==> config.mk <==
export PLATFORM = sky130hd
export DESIGN_NAME = dmc_fifo
export DESIGN_NICKNAME = d
export VERILOG_FILES = /design/src/rtl/core/dmc_pkg.sv /design/src/rtl/core/dmc_fifo.sv
export SDC_FILE = /design/constraint.sdc
export NUM_CORES = 1
export LEC_CHECK = 0
export BUFFER_PORTS_ARGS = -buffer_cell sky130_fd_sc_hd__clkbuf_2
export CORE_UTILIZATION = 49
export DETAILED_ROUTE_END_ITERATION = 10
export PLACE_DENSITY = 0.84
export SYNTH_ARGS = -nofsm -noshare
export SYNTH_HDL_FRONTEND = slang
export SYNTH_SLANG_ARGS = --single-unit
==> constraint.sdc <==
create_clock -name i_clk -period 4.6 [get_ports i_clk]
set_input_delay 0.46 -clock i_clk [delete_from_list [all_inputs] [get_ports i_clk]]
set_output_delay 0.46 -clock i_clk [all_outputs]
set_load 0.05 [all_outputs]
==> src/rtl/core/dmc_pkg.sv <==
package dmc_pkg;

    localparam int MAX_SIDE_DEF    = 64;
    localparam int STACK_DEPTH_DEF = 4096;
    localparam int MIN_SIDE        = 5;
    localparam int RESET_SIDE      = 15;

    localparam logic CMD_START = 1'b0;
    localparam logic CMD_STEP  = 1'b1;

    localparam logic CFG_WIDTH  = 1'b0;
    localparam logic CFG_HEIGHT = 1'b1;

    // neighbour directions, in search order
    localparam logic [1:0] DIR_UP    = 2'd0;
    localparam logic [1:0] DIR_DOWN  = 2'd1;
    localparam logic [1:0] DIR_LEFT  = 2'd2;
    localparam logic [1:0] DIR_RIGHT = 2'd3;

    typedef enum logic [3:0] {
        S_IDLE,
        S_CLR,
        S_MOD,
        S_PLACE,
        S_EMIT_A,
        S_EMIT_B,
        S_RD_TOP,
        S_TOP,
        S_NB_RD,
        S_NB_CK,
        S_PICK,
        S_CARVE,
        S_DONE
    } t_state;

    typedef struct packed {
        logic        step;
        logic [1:0]  ent;
        logic [1:0]  ext;
        logic [15:0] ra;
        logic [15:0] rb;
    } t_cmd;

    typedef struct packed {
        logic [5:0] x;
        logic [5:0] y;
        logic       done;
        logic       last;
    } t_res;

    // residue mod 3 by summing base-4 digits (4 = 1 mod 3)
    function automatic logic [1:0] mod3_16(input logic [15:0] v);
        logic [4:0] s;
        logic [2:0] a;
        logic [2:0] b;
        s = '0;
        for (int k = 0; k < 8; k++) begin
            s = s + {3'b000, v[2*k +: 2]};
        end
        a = {1'b0, s[1:0]} + {1'b0, s[3:2]} + {2'b00, s[4]};
        b = {1'b0, a[1:0]} + {2'b00, a[2]};
        if (b >= 3'd3) begin
            b = b - 3'd3;
        end
        return b[1:0];
    endfunction

    // candidate number (r mod count) among the set bits, as a direction
    function automatic logic [1:0] pick_dir(input logic [15:0] r, input logic [3:0] cand);
        logic [2:0] nc;
        logic [1:0] k;
        logic [1:0] seen;
        logic [1:0] dir;
        nc   = 3'($countones(cand));
        seen = '0;
        dir  = DIR_UP;
        case (nc)
            3'd2:    k = {1'b0, r[0]};
            3'd3:    k = mod3_16(r);
            3'd4:    k = r[1:0];
            default: k = 2'd0;
        endcase
        for (int d = 3; d >= 0; d--) begin
            if (cand[d]) begin
                seen = seen;
            end
        end
        for (int d = 0; d < 4; d++) begin
            if (cand[d]) begin
                if (seen == k) begin
                    dir = 2'(d);
                end
                seen = seen + 2'd1;
            end
        end
        return dir;
    endfunction

endpackage

==> src/rtl/core/dmc_fifo.sv <==
module dmc_fifo
    import dmc_pkg::*;
#(
    parameter int WIDTH = 8,
    parameter int DEPTH = 2
) (
    input  logic             i_clk,
    input  logic             i_rst_n,
    input  logic             i_push,
    input  logic [WIDTH-1:0] i_data,
    output logic             o_full,
    input  logic             i_pop,
    output logic [WIDTH-1:0] o_data,
    output logic             o_empty
);
    localparam int PW = (DEPTH > 1) ? $clog2(DEPTH) : 1;
    localparam int NW = $clog2(DEPTH + 1);

    logic [WIDTH-1:0] r_mem [DEPTH];
    logic [PW-1:0]    r_wp, r_rp;
    logic [NW-1:0]    r_cnt;
    logic             wr, rd;

    assign o_full  = (r_cnt == NW'(DEPTH));
    assign o_empty = (r_cnt == '0);
    assign wr      = i_push && !o_full;
    assign rd      = i_pop && !o_empty;
    assign o_data  = r_mem[r_rp];

    always_ff @(posedge i_clk) begin
        if (!i_rst_n) begin
            r_wp  <= '0;
            r_rp  <= '0;
            r_cnt <= '0;
        end else begin
            if (wr) begin
                r_wp <= (r_wp == PW'(DEPTH - 1)) ? '0 : r_wp + 1'b1;
            end
            if (rd) begin
                r_rp <= (r_rp == PW'(DEPTH - 1)) ? '0 : r_rp + 1'b1;
            end
            if (wr && !rd) begin
                r_cnt <= r_cnt + 1'b1;
            end else if (rd && !wr) begin
                r_cnt <= r_cnt - 1'b1;
            end
        end
    end

    always_ff @(posedge i_clk) begin
        if (wr) begin
            r_mem[r_wp] <= i_data;
        end
    end
endmodule

==> out/results.ini <==
[grt]
globalRouteMet2Util=0.2364
busiest_layer=met2
grt_overflow=0
antenna_found_initial=0
grt_first_pass_wirelength_um=1704
grtUsageMet3=0.03017
grt_max_degree=12
track_usage=0.1348
gr-usage-met1=0.1474
grt_pass1_vias=423

[finish]
area_delta_synth_final_pct=18.08
antennaDiodeCount=0
stdcell_area_sq_um=955.9
fillers=128
nNetsFinal=88
drive_gt1_frac=0.4595

[hold_path]
hold_path_class=in2reg
hold_path_depth=1

[critical_path]
path_cells=mux2_2, clkbuf_2
cp_max_fo=8
cp_top_family=flip-flops
end_kind=primary output
reg2reg_depth=6
worst-path-buf-inv=1
cp.depth=2
max_stage_delay_ns=0.53
required_ns=4.14
critPathArrivalTime_ns=1.45
start_kind=flip-flop
crit_type=reg2out
slowest_stage=dfxtp_1

[clock_tree]
cts_buffer_depth=2
post-cts-setup-buffers=0
cts_made_buffers=3
post_cts_resized=0
cts_tree=done
cts.sinks=21
clk_pin_slew_ns=0.11
clk-insertion-delay-late_ns=0.29
cts_max_level=1
hold_buffers=0
clockRootBuffer=clkbuf_4

[job]
cap_violations=0

[sta]
slew_violations=0
tightest_slew_ns=0.6681
fin_skew_ns=0.001655
rsz0062_at_grt=no
finalHoldViolations=0
finalCritPeriodShare=0.4147
setup_slack_ns=2.692
setup_viol_count_final=0
fin_tns_setup_ns=0
maxSlewHeadroom=0.5522
fmax_mhz=524.2
period_minus_slack_ns=1.908

[synth]
syn_nets=63
yosys.area_share.simple=0.06801
synth-compound-area-share=0.04019
synth_area_sq_um=809.5
seq_area_frac_synth=0.7172
yosys_warnings=0
synthAdderAreaFrac=0.01546
synth-seq-cells=21
synth-xor-area-share=0.03246
synth_cell_types=20
syn_inst=50
muxShareOfSynthArea=0.1113
synth_top_family_by_area=multiplexers
syn_avg_cell_area_sq_um=16.19

[pwr]
power_density_nw_per_um2=630.7
irDropWorstVdd_v=0.0003999
p_leak_uw=0.0003830
total_power_uw=602.9

[die]
die_area_sq_um=1819
ios=22
die_h_um=42.65
initial_core_util=0.5312
die_x_um=42.65
fp.coreArea_sq_um=1524
rows=14

[route]
ant_nets=0
first_pass_iters=2
dr.first_iter.drc_count=3
vias_per_cell=4.989
drc=0
routed_wl_um=1126
vias=449
wl_per_cell_um=12.51

[place]
postPlaceCellArea_sq_um=929.6
routabilityCongestion=0.6253
io_buffers=21
preCtsSetupSlack_ns=3.011
hpwl_um=870.3

[status]
status=finished clean

[metrics by stage]
step	utilization	cells	hold slack [ns]
floorplan	-	50	0.4833
global placement	0.6100	86	0.5037
detailed placement	0.6100	86	0.5225
CTS	0.6273	90	0.3434
global route	0.6273	90	0.3374
finish	0.6273	90	0.3545
[worst reg2reg max path, cell delays in order (launching register included)]
cell and delay [ns]:
dfxtp_1 0.43, nand2b_1 0.17, inv_2 0.06, nor2_1 0.09, ha_1 0.26, or3_1 0.35
a21boi_1 0.14
[per-layer routing]
| metal | up-vias | part of all wire |
|---|---|---|
| li1 | 233 | - |
| met5 | - | 0 |
| met1 | 199 | 0.46 |
| met2 | 15 | 0.48 |
| met3 | 2 | 0.052 |
| met4 | 0 | 0.0089 |
[cell families (layout without fill, tap and decap cells)]
| logic type | after synthesis | after routing |
|---|---|---|
| flops | 21 | 21 |
| simple gates | 9 | 9 |
| mux | 8 | 8 |
| compound gates | 5 | 5 |
| xor+xnor | 3 | 3 |
| buf+inv | 3 | 27 |
| fa+ha+maj | 1 | 1 |
[synthesized netlist by cell type (all sizes together)]
cell	instances	area, sq um
o21a	1	7.510
and3	1	6.260
nor2	2	7.510
nand2b	1	6.260
dfxtp	5	100.1
mux2	8	90.09
and2	3	18.77
edfxtp	16	480.5
buf	1	5.000
or3	1	6.260
a21boi	2	15.02
inv	2	7.500
ha	1	12.51
o21ai	2	10.00
xor2	1	8.760
nor3	1	10.01
xnor2	2	17.52
[report_power, final]
group	switching [uW]	internal, uW	total [uW]
combinational	171	81.5	252
clock	49.7	33.7	83.3
sequential	25.0	242	267
[cell usage in the layout (no fill, tap or decap)]
master,Yosys,routed
a21boi_0,1,1
a21boi_1,1,1
and2_1,3,3
and3_1,1,1
clkbuf_1,0,1
clkbuf_2,0,21
clkbuf_4,0,3
dfxtp_1,5,5
edfxtp_1,16,16
ha_1,1,1
inv_1,1,1
inv_2,1,1
mux2_2,8,8
nand2b_1,1,1
nor2_1,2,2
nor3_2,1,1
o21a_1,1,1
o21ai_0,1,1
o21ai_1,1,1
or3_1,1,1
xnor2_1,2,2
xor2_1,1,1
[cell type report]
class	count	area, sq um	share of cell area
clock buffer	4	26.28	0.02749
inverter	2	7.507	0.007853
multi-input combinational	26	216.5	0.2264
sequential	21	580.6	0.6073
tap	16	20.02	0.02094
timing repair buffer	21	105.1	0.1099
[sequential cells by signal (all words and copies together), names as in the netlist, named ones only]
name / cells
r_cnt: 2
r_wp: 1
r_rp: 1
r_mem: 16
[path summary, 6_finish.rpt]
| kind | startpoint | end | slack [ns] |
|---|---|---|---|
| hold / removal | i_data[7] | r_mem[0][7] | 0.35 |
| setup reg to reg | r_cnt[0] | r_cnt[1] | 3.05 |
| hold reg to reg | r_cnt[1] | r_cnt[1] | 0.53 |
| setup / recovery | flip-flop | o_data[7] | 2.69 |
No activity file was read; power rests on OpenSTA's default activity.
