===== config.mk =====
export PLATFORM = sky130hd
export DESIGN_NAME = dmc_front
export DESIGN_NICKNAME = d
export VERILOG_FILES = /design/src/rtl/core/dmc_pkg.sv /design/src/rtl/core/dmc_fifo.sv /design/src/rtl/core/dmc_front.sv
export SDC_FILE = /design/constraint.sdc
export NUM_CORES = 1
export LEC_CHECK = 0
export BUFFER_PORTS_ARGS = -buffer_cell sky130_fd_sc_hd__buf_2
export CORE_AREA = 2 2 100 102
export DETAILED_ROUTE_END_ITERATION = 8
export DIE_AREA = 0 0 102 104
export SYNTH_ARGS = -nofsm -noshare
export SYNTH_HDL_FRONTEND = slang
export SYNTH_SLANG_ARGS = --single-unit

===== constraint.sdc =====
create_clock -name i_clk -period 4.8 [get_ports i_clk]
set_clock_uncertainty 0.05 [all_clocks]
set_input_delay 0.48 -clock i_clk [delete_from_list [all_inputs] [get_ports i_clk]]
set_output_delay 0.48 -clock i_clk [all_outputs]
set_load 0.005 [all_outputs]

===== src/rtl/core/dmc_pkg.sv =====
package dmc_pkg;

    localparam int MAX_SIDE_DEF    = 64;
    localparam int STACK_DEPTH_DEF = 4096;
    localparam int MIN_SIDE        = 5;
    localparam int RESET_SIDE      = 15;

    localparam logic CMD_START = 1'b0;
    localparam logic CMD_STEP  = 1'b1;

    localparam logic CFG_WIDTH  = 1'b0;
    localparam logic CFG_HEIGHT = 1'b1;

    // neighbour directions, in search order
    localparam logic [1:0] DIR_UP    = 2'd0;
    localparam logic [1:0] DIR_DOWN  = 2'd1;
    localparam logic [1:0] DIR_LEFT  = 2'd2;
    localparam logic [1:0] DIR_RIGHT = 2'd3;

    typedef enum logic [3:0] {
        S_IDLE,
        S_CLR,
        S_MOD,
        S_PLACE,
        S_EMIT_A,
        S_EMIT_B,
        S_RD_TOP,
        S_TOP,
        S_NB_RD,
        S_NB_CK,
        S_PICK,
        S_CARVE,
        S_DONE
    } t_state;

    typedef struct packed {
        logic        step;
        logic [1:0]  ent;
        logic [1:0]  ext;
        logic [15:0] ra;
        logic [15:0] rb;
    } t_cmd;

    typedef struct packed {
        logic [5:0] x;
        logic [5:0] y;
        logic       done;
        logic       last;
    } t_res;

    // residue mod 3 by summing base-4 digits (4 = 1 mod 3)
    function automatic logic [1:0] mod3_16(input logic [15:0] v);
        logic [4:0] s;
        logic [2:0] a;
        logic [2:0] b;
        s = '0;
        for (int k = 0; k < 8; k++) begin
            s = s + {3'b000, v[2*k +: 2]};
        end
        a = {1'b0, s[1:0]} + {1'b0, s[3:2]} + {2'b00, s[4]};
        b = {1'b0, a[1:0]} + {2'b00, a[2]};
        if (b >= 3'd3) begin
            b = b - 3'd3;
        end
        return b[1:0];
    endfunction

    // candidate number (r mod count) among the set bits, as a direction
    function automatic logic [1:0] pick_dir(input logic [15:0] r, input logic [3:0] cand);
        logic [2:0] nc;
        logic [1:0] k;
        logic [1:0] seen;
        logic [1:0] dir;
        nc   = 3'($countones(cand));
        seen = '0;
        dir  = DIR_UP;
        case (nc)
            3'd2:    k = {1'b0, r[0]};
            3'd3:    k = mod3_16(r);
            3'd4:    k = r[1:0];
            default: k = 2'd0;
        endcase
        for (int d = 3; d >= 0; d--) begin
            if (cand[d]) begin
                seen = seen;
            end
        end
        for (int d = 0; d < 4; d++) begin
            if (cand[d]) begin
                if (seen == k) begin
                    dir = 2'(d);
                end
                seen = seen + 2'd1;
            end
        end
        return dir;
    endfunction

endpackage


===== src/rtl/core/dmc_fifo.sv =====
module dmc_fifo
    import dmc_pkg::*;
#(
    parameter int WIDTH = 8,
    parameter int DEPTH = 2
) (
    input  logic             i_clk,
    input  logic             i_rst_n,
    input  logic             i_push,
    input  logic [WIDTH-1:0] i_data,
    output logic             o_full,
    input  logic             i_pop,
    output logic [WIDTH-1:0] o_data,
    output logic             o_empty
);
    localparam int PW = (DEPTH > 1) ? $clog2(DEPTH) : 1;
    localparam int NW = $clog2(DEPTH + 1);

    logic [WIDTH-1:0] r_mem [DEPTH];
    logic [PW-1:0]    r_wp, r_rp;
    logic [NW-1:0]    r_cnt;
    logic             wr, rd;

    assign o_full  = (r_cnt == NW'(DEPTH));
    assign o_empty = (r_cnt == '0);
    assign wr      = i_push && !o_full;
    assign rd      = i_pop && !o_empty;
    assign o_data  = r_mem[r_rp];

    always_ff @(posedge i_clk) begin
        if (!i_rst_n) begin
            r_wp  <= '0;
            r_rp  <= '0;
            r_cnt <= '0;
        end else begin
            if (wr) begin
                r_wp <= (r_wp == PW'(DEPTH - 1)) ? '0 : r_wp + 1'b1;
            end
            if (rd) begin
                r_rp <= (r_rp == PW'(DEPTH - 1)) ? '0 : r_rp + 1'b1;
            end
            if (wr && !rd) begin
                r_cnt <= r_cnt + 1'b1;
            end else if (rd && !wr) begin
                r_cnt <= r_cnt - 1'b1;
            end
        end
    end

    always_ff @(posedge i_clk) begin
        if (wr) begin
            r_mem[r_wp] <= i_data;
        end
    end
endmodule


===== src/rtl/core/dmc_front.sv =====
module dmc_front
    import dmc_pkg::*;
(
    input  logic        i_clk,
    input  logic        i_rst_n,
    input  logic        push,
    output logic        full,
    input  logic        i_cmd,
    input  logic [15:0] i_rand_a,
    input  logic [15:0] i_rand_b,
    input  logic        i_pop,
    output logic        o_empty,
    output t_cmd        o_cmd
);
    t_cmd       cls;
    logic [1:0] k;
    logic [$bits(t_cmd)-1:0] q_data;

    // exit side: one of the three sides other than the entrance, ascending code
    always_comb begin
        k        = mod3_16({8'h00, i_rand_b[7:0]});
        cls.step = i_cmd;
        cls.ent  = i_rand_a[1:0];
        cls.ext  = (k < i_rand_a[1:0]) ? k : k + 2'd1;
        cls.ra   = i_rand_a;
        cls.rb   = i_rand_b;
    end

    dmc_fifo #(
        .WIDTH ($bits(t_cmd)),
        .DEPTH (2)
    ) u_q (
        .i_clk   (i_clk),
        .i_rst_n (i_rst_n),
        .i_push  (push),
        .i_data  (cls),
        .o_full  (full),
        .i_pop   (i_pop),
        .o_data  (q_data),
        .o_empty (o_empty)
    );

    assign o_cmd = t_cmd'(q_data);
endmodule


==> metrics.txt <==
Iter 0 DRT Violations=57; die area=10600 µm²; # setup viols final=0; fin area=3850 µm²; antenna-violating nets left=0; Final Net Count=311; Post-Synth XOR/XNOR Area=0.0113; Pre-Repair DR Iteration Count=4; # DRC=0; Cell Rows=36; vias in the first global route=1734; Placed Area=3670 µm²; Crit path largest cell delay=540 ps; met3 wire len=213 µm; YS warnings=0; via count=1696; critical path startpoint category=input pin; largest net degree at the start of global routing=36; fraction of layout cells with a size suffix above 1=0.541; Ports=76; DR top layer=met4; Clock Sink Count=75; cell family with most CP delay=adder cells; HP Class=input pin to register; drt total wl=5520 µm; fin worst setup slack=116 ps; mux cell area share after synthesis=0.127; Overflow after GRT=0; largest family of logic cells by synthesized area=multiplexers; initial core utilization=0.325; CTS clk-pin slew, worst paths=80 ps; Post-CTS Setup Bufs=0; worst IR drop on VDD=0.348 mV; Util after Layout=0.404; Worst EP required=4850 ps; Place WS=-400 ps; TritonCTS clock tree=built; Fmax=0.214 GHz; # port buffers=75; Post-Synth Adder-Cell Area=0.0669; Pwr per Cell Area=573 nW/µm²; Die Span Y=104 µm; GP Congestion=0.752; Slew headroom=0.415; met2 routed WL=2780 µm; flops & latches, synth=75; syn_area_per_cell=17.6 µm²; Worst EP arrival=4730 ps; Die X-Extent=102 µm; CP max-delay cell=fa_1; Critical Path End Type=register; fin crit share=0.976; syn_nets=226; # diodes=0; Bufs and invs on worst path=6; Cell Area, Synth=3100 µm²; crit-path cells=buf_2 > fa_1 > inv_1 > fa_1 > inv_1 > ha_1 > fa_1 > ha_2 > inv_1 > fa_2 > inv_2 > ha_4 > inv_2 > fa_2 > or2_4 > nand2_2 > ha_4 > nor2_4 > o311ai_1 > a21o_1; wl on met1=2370 µm; Slew @ Worst Pin=878 ps; Vias/cell=4.25; WL/cell=13.8 µm; unique cell type count in the Yosys netlist=29; Tmin final=4680 ps; endpoints failing hold=0; static leakage=1.49 nW; crit path max fanout=3; RSZ-0062 raised after global routing=no; status=finished, final reports clean; number of H-tree levels=3; worst-case clock buffer depth=2; setup slack on the worst flop-to-flop path=2650 ps; CTS Root Cell=clkbuf_8; Slew Viols, Final=0; post-synthesis simple-gate area fraction=0.0274; MaxCap Viol Count=0; clock latency on the worst-skew pair=340 ps; sequential share of the synthesized area=0.710; Num CTS Buffers=9; Compound-Gate Fraction of Synth Area=0.0234; core area=9550 µm²; final setup TNS=0 ps; most frequent cells in the layout=buf_2 (75), edfxtp_1 (70), mux2_2 (35); CP Class=input pin to register; GR Util All Layers=0.111; first-pass GRT wire length=8590 µm; DP HPWL=3700 µm; Area Growth Syn to Fin=24.2%; initial antenna violation count=0; cells after synthesis=176; most common cell after layout, fill and taps aside=buf_2
## registers in the layout, indices dropped and copies added (netlist names), named ones only
| name | flops |
|---|---|
| u_q.r_mem | 70 |
| u_q.r_wp | 1 |
| u_q.r_cnt | 2 |
| u_q.r_rp | 1 |
## cell families after synthesis
| kind of cell | Yosys count |
|---|---|
| buf+inv | 23 |
| fa+ha+maj | 13 |
| flops | 75 |
| simple gates | 15 |
| mux | 35 |
| compound gates | 11 |
| xor+xnor | 4 |
## power by group
part | switching (mW) | internal [mW] | total (mW)
registers | 0.0692 | 0.864 | 0.933
logic | 0.407 | 0.469 | 0.875
clock network | 0.216 | 0.185 | 0.401
total | 0.692 | 1.52 | 2.21
## stage by stage
stage	hold WS [ps]	power [mW]	instances
2_1_floorplan	433	1.46	176
3_3_place_gp	448	1.70	383
3_5_place_dp	468	1.73	383
6_report	269	2.21	399
5_1_grt	241	2.37	399
4_1_cts	250	2.15	399
## cells in the mapped netlist, drive strengths merged
cell     n  area (µm²)
xnor2    2        17.5
or3      1        6.26
buf      6        42.5
a21boi   2        15.0
and3     1        6.26
nor3     1        10.0
dfxtp    5         100
mux2    35         394
nand2b   1        6.26
edfxtp  70        2100
xor2     2        17.5
a21oi    1        5.00
inv     17        63.8
ha       7        87.6
or2      2        12.5
nor2     3        11.3
o21a     1        7.51
and2     3        18.8
a21o     1        7.51
fa       6         120
nor2b    1        6.26
o311ai   2        17.5
nand2    2        7.51
o21ai    4        20.0
## per-layer routing
layer  global-route usage  up-vias
met5                    0        -
met4               0.0629        0
met3               0.0343       10
met2                0.180       42
met1                0.128      833
li1                     -      811
## layout make-up
type,instances,area (µm²)
clock inverters,4,20.0
repair buffers,80,413
inverters,17,63.8
flip-flops and latches,75,2200
multi-input cells,78,853
fillers,930,5690
well taps,133,166
clock buffers,12,135
## path summary, 6_finish.rpt
path | from | endpoint | cells after the start
worst min register to register | u_q.r_cnt[1]$_SDFFE_PN0P_ | u_q.r_cnt[1]$_SDFFE_PN0P_ | 2
worst min-delay path | i_rand_a[8] | u_q.r_mem[1][24]$_DFFE_PP_ | 1
worst max register to register | u_q.r_cnt[0]$_SDFFE_PN0P_ | u_q.r_mem[0][6]$_DFFE_PP_ | 4
worst max-delay path | i_rand_b[1] | u_q.r_mem[0][33]$_DFFE_PP_ | 20
## worst register-to-register path: stages, from the launching register on
cell	delay, ps
dfxtp_1	410
nand2b_1	180
inv_2	70
nor3_4	660
buf_4	450
## timing repair
action	4_1_cts	5_1_grt
gates resized for setup	1	10
hold buffers	0	0
endpoints found under the setup margin	2	4
pin swaps	0	4
Power figures use the tool's default switching activity.
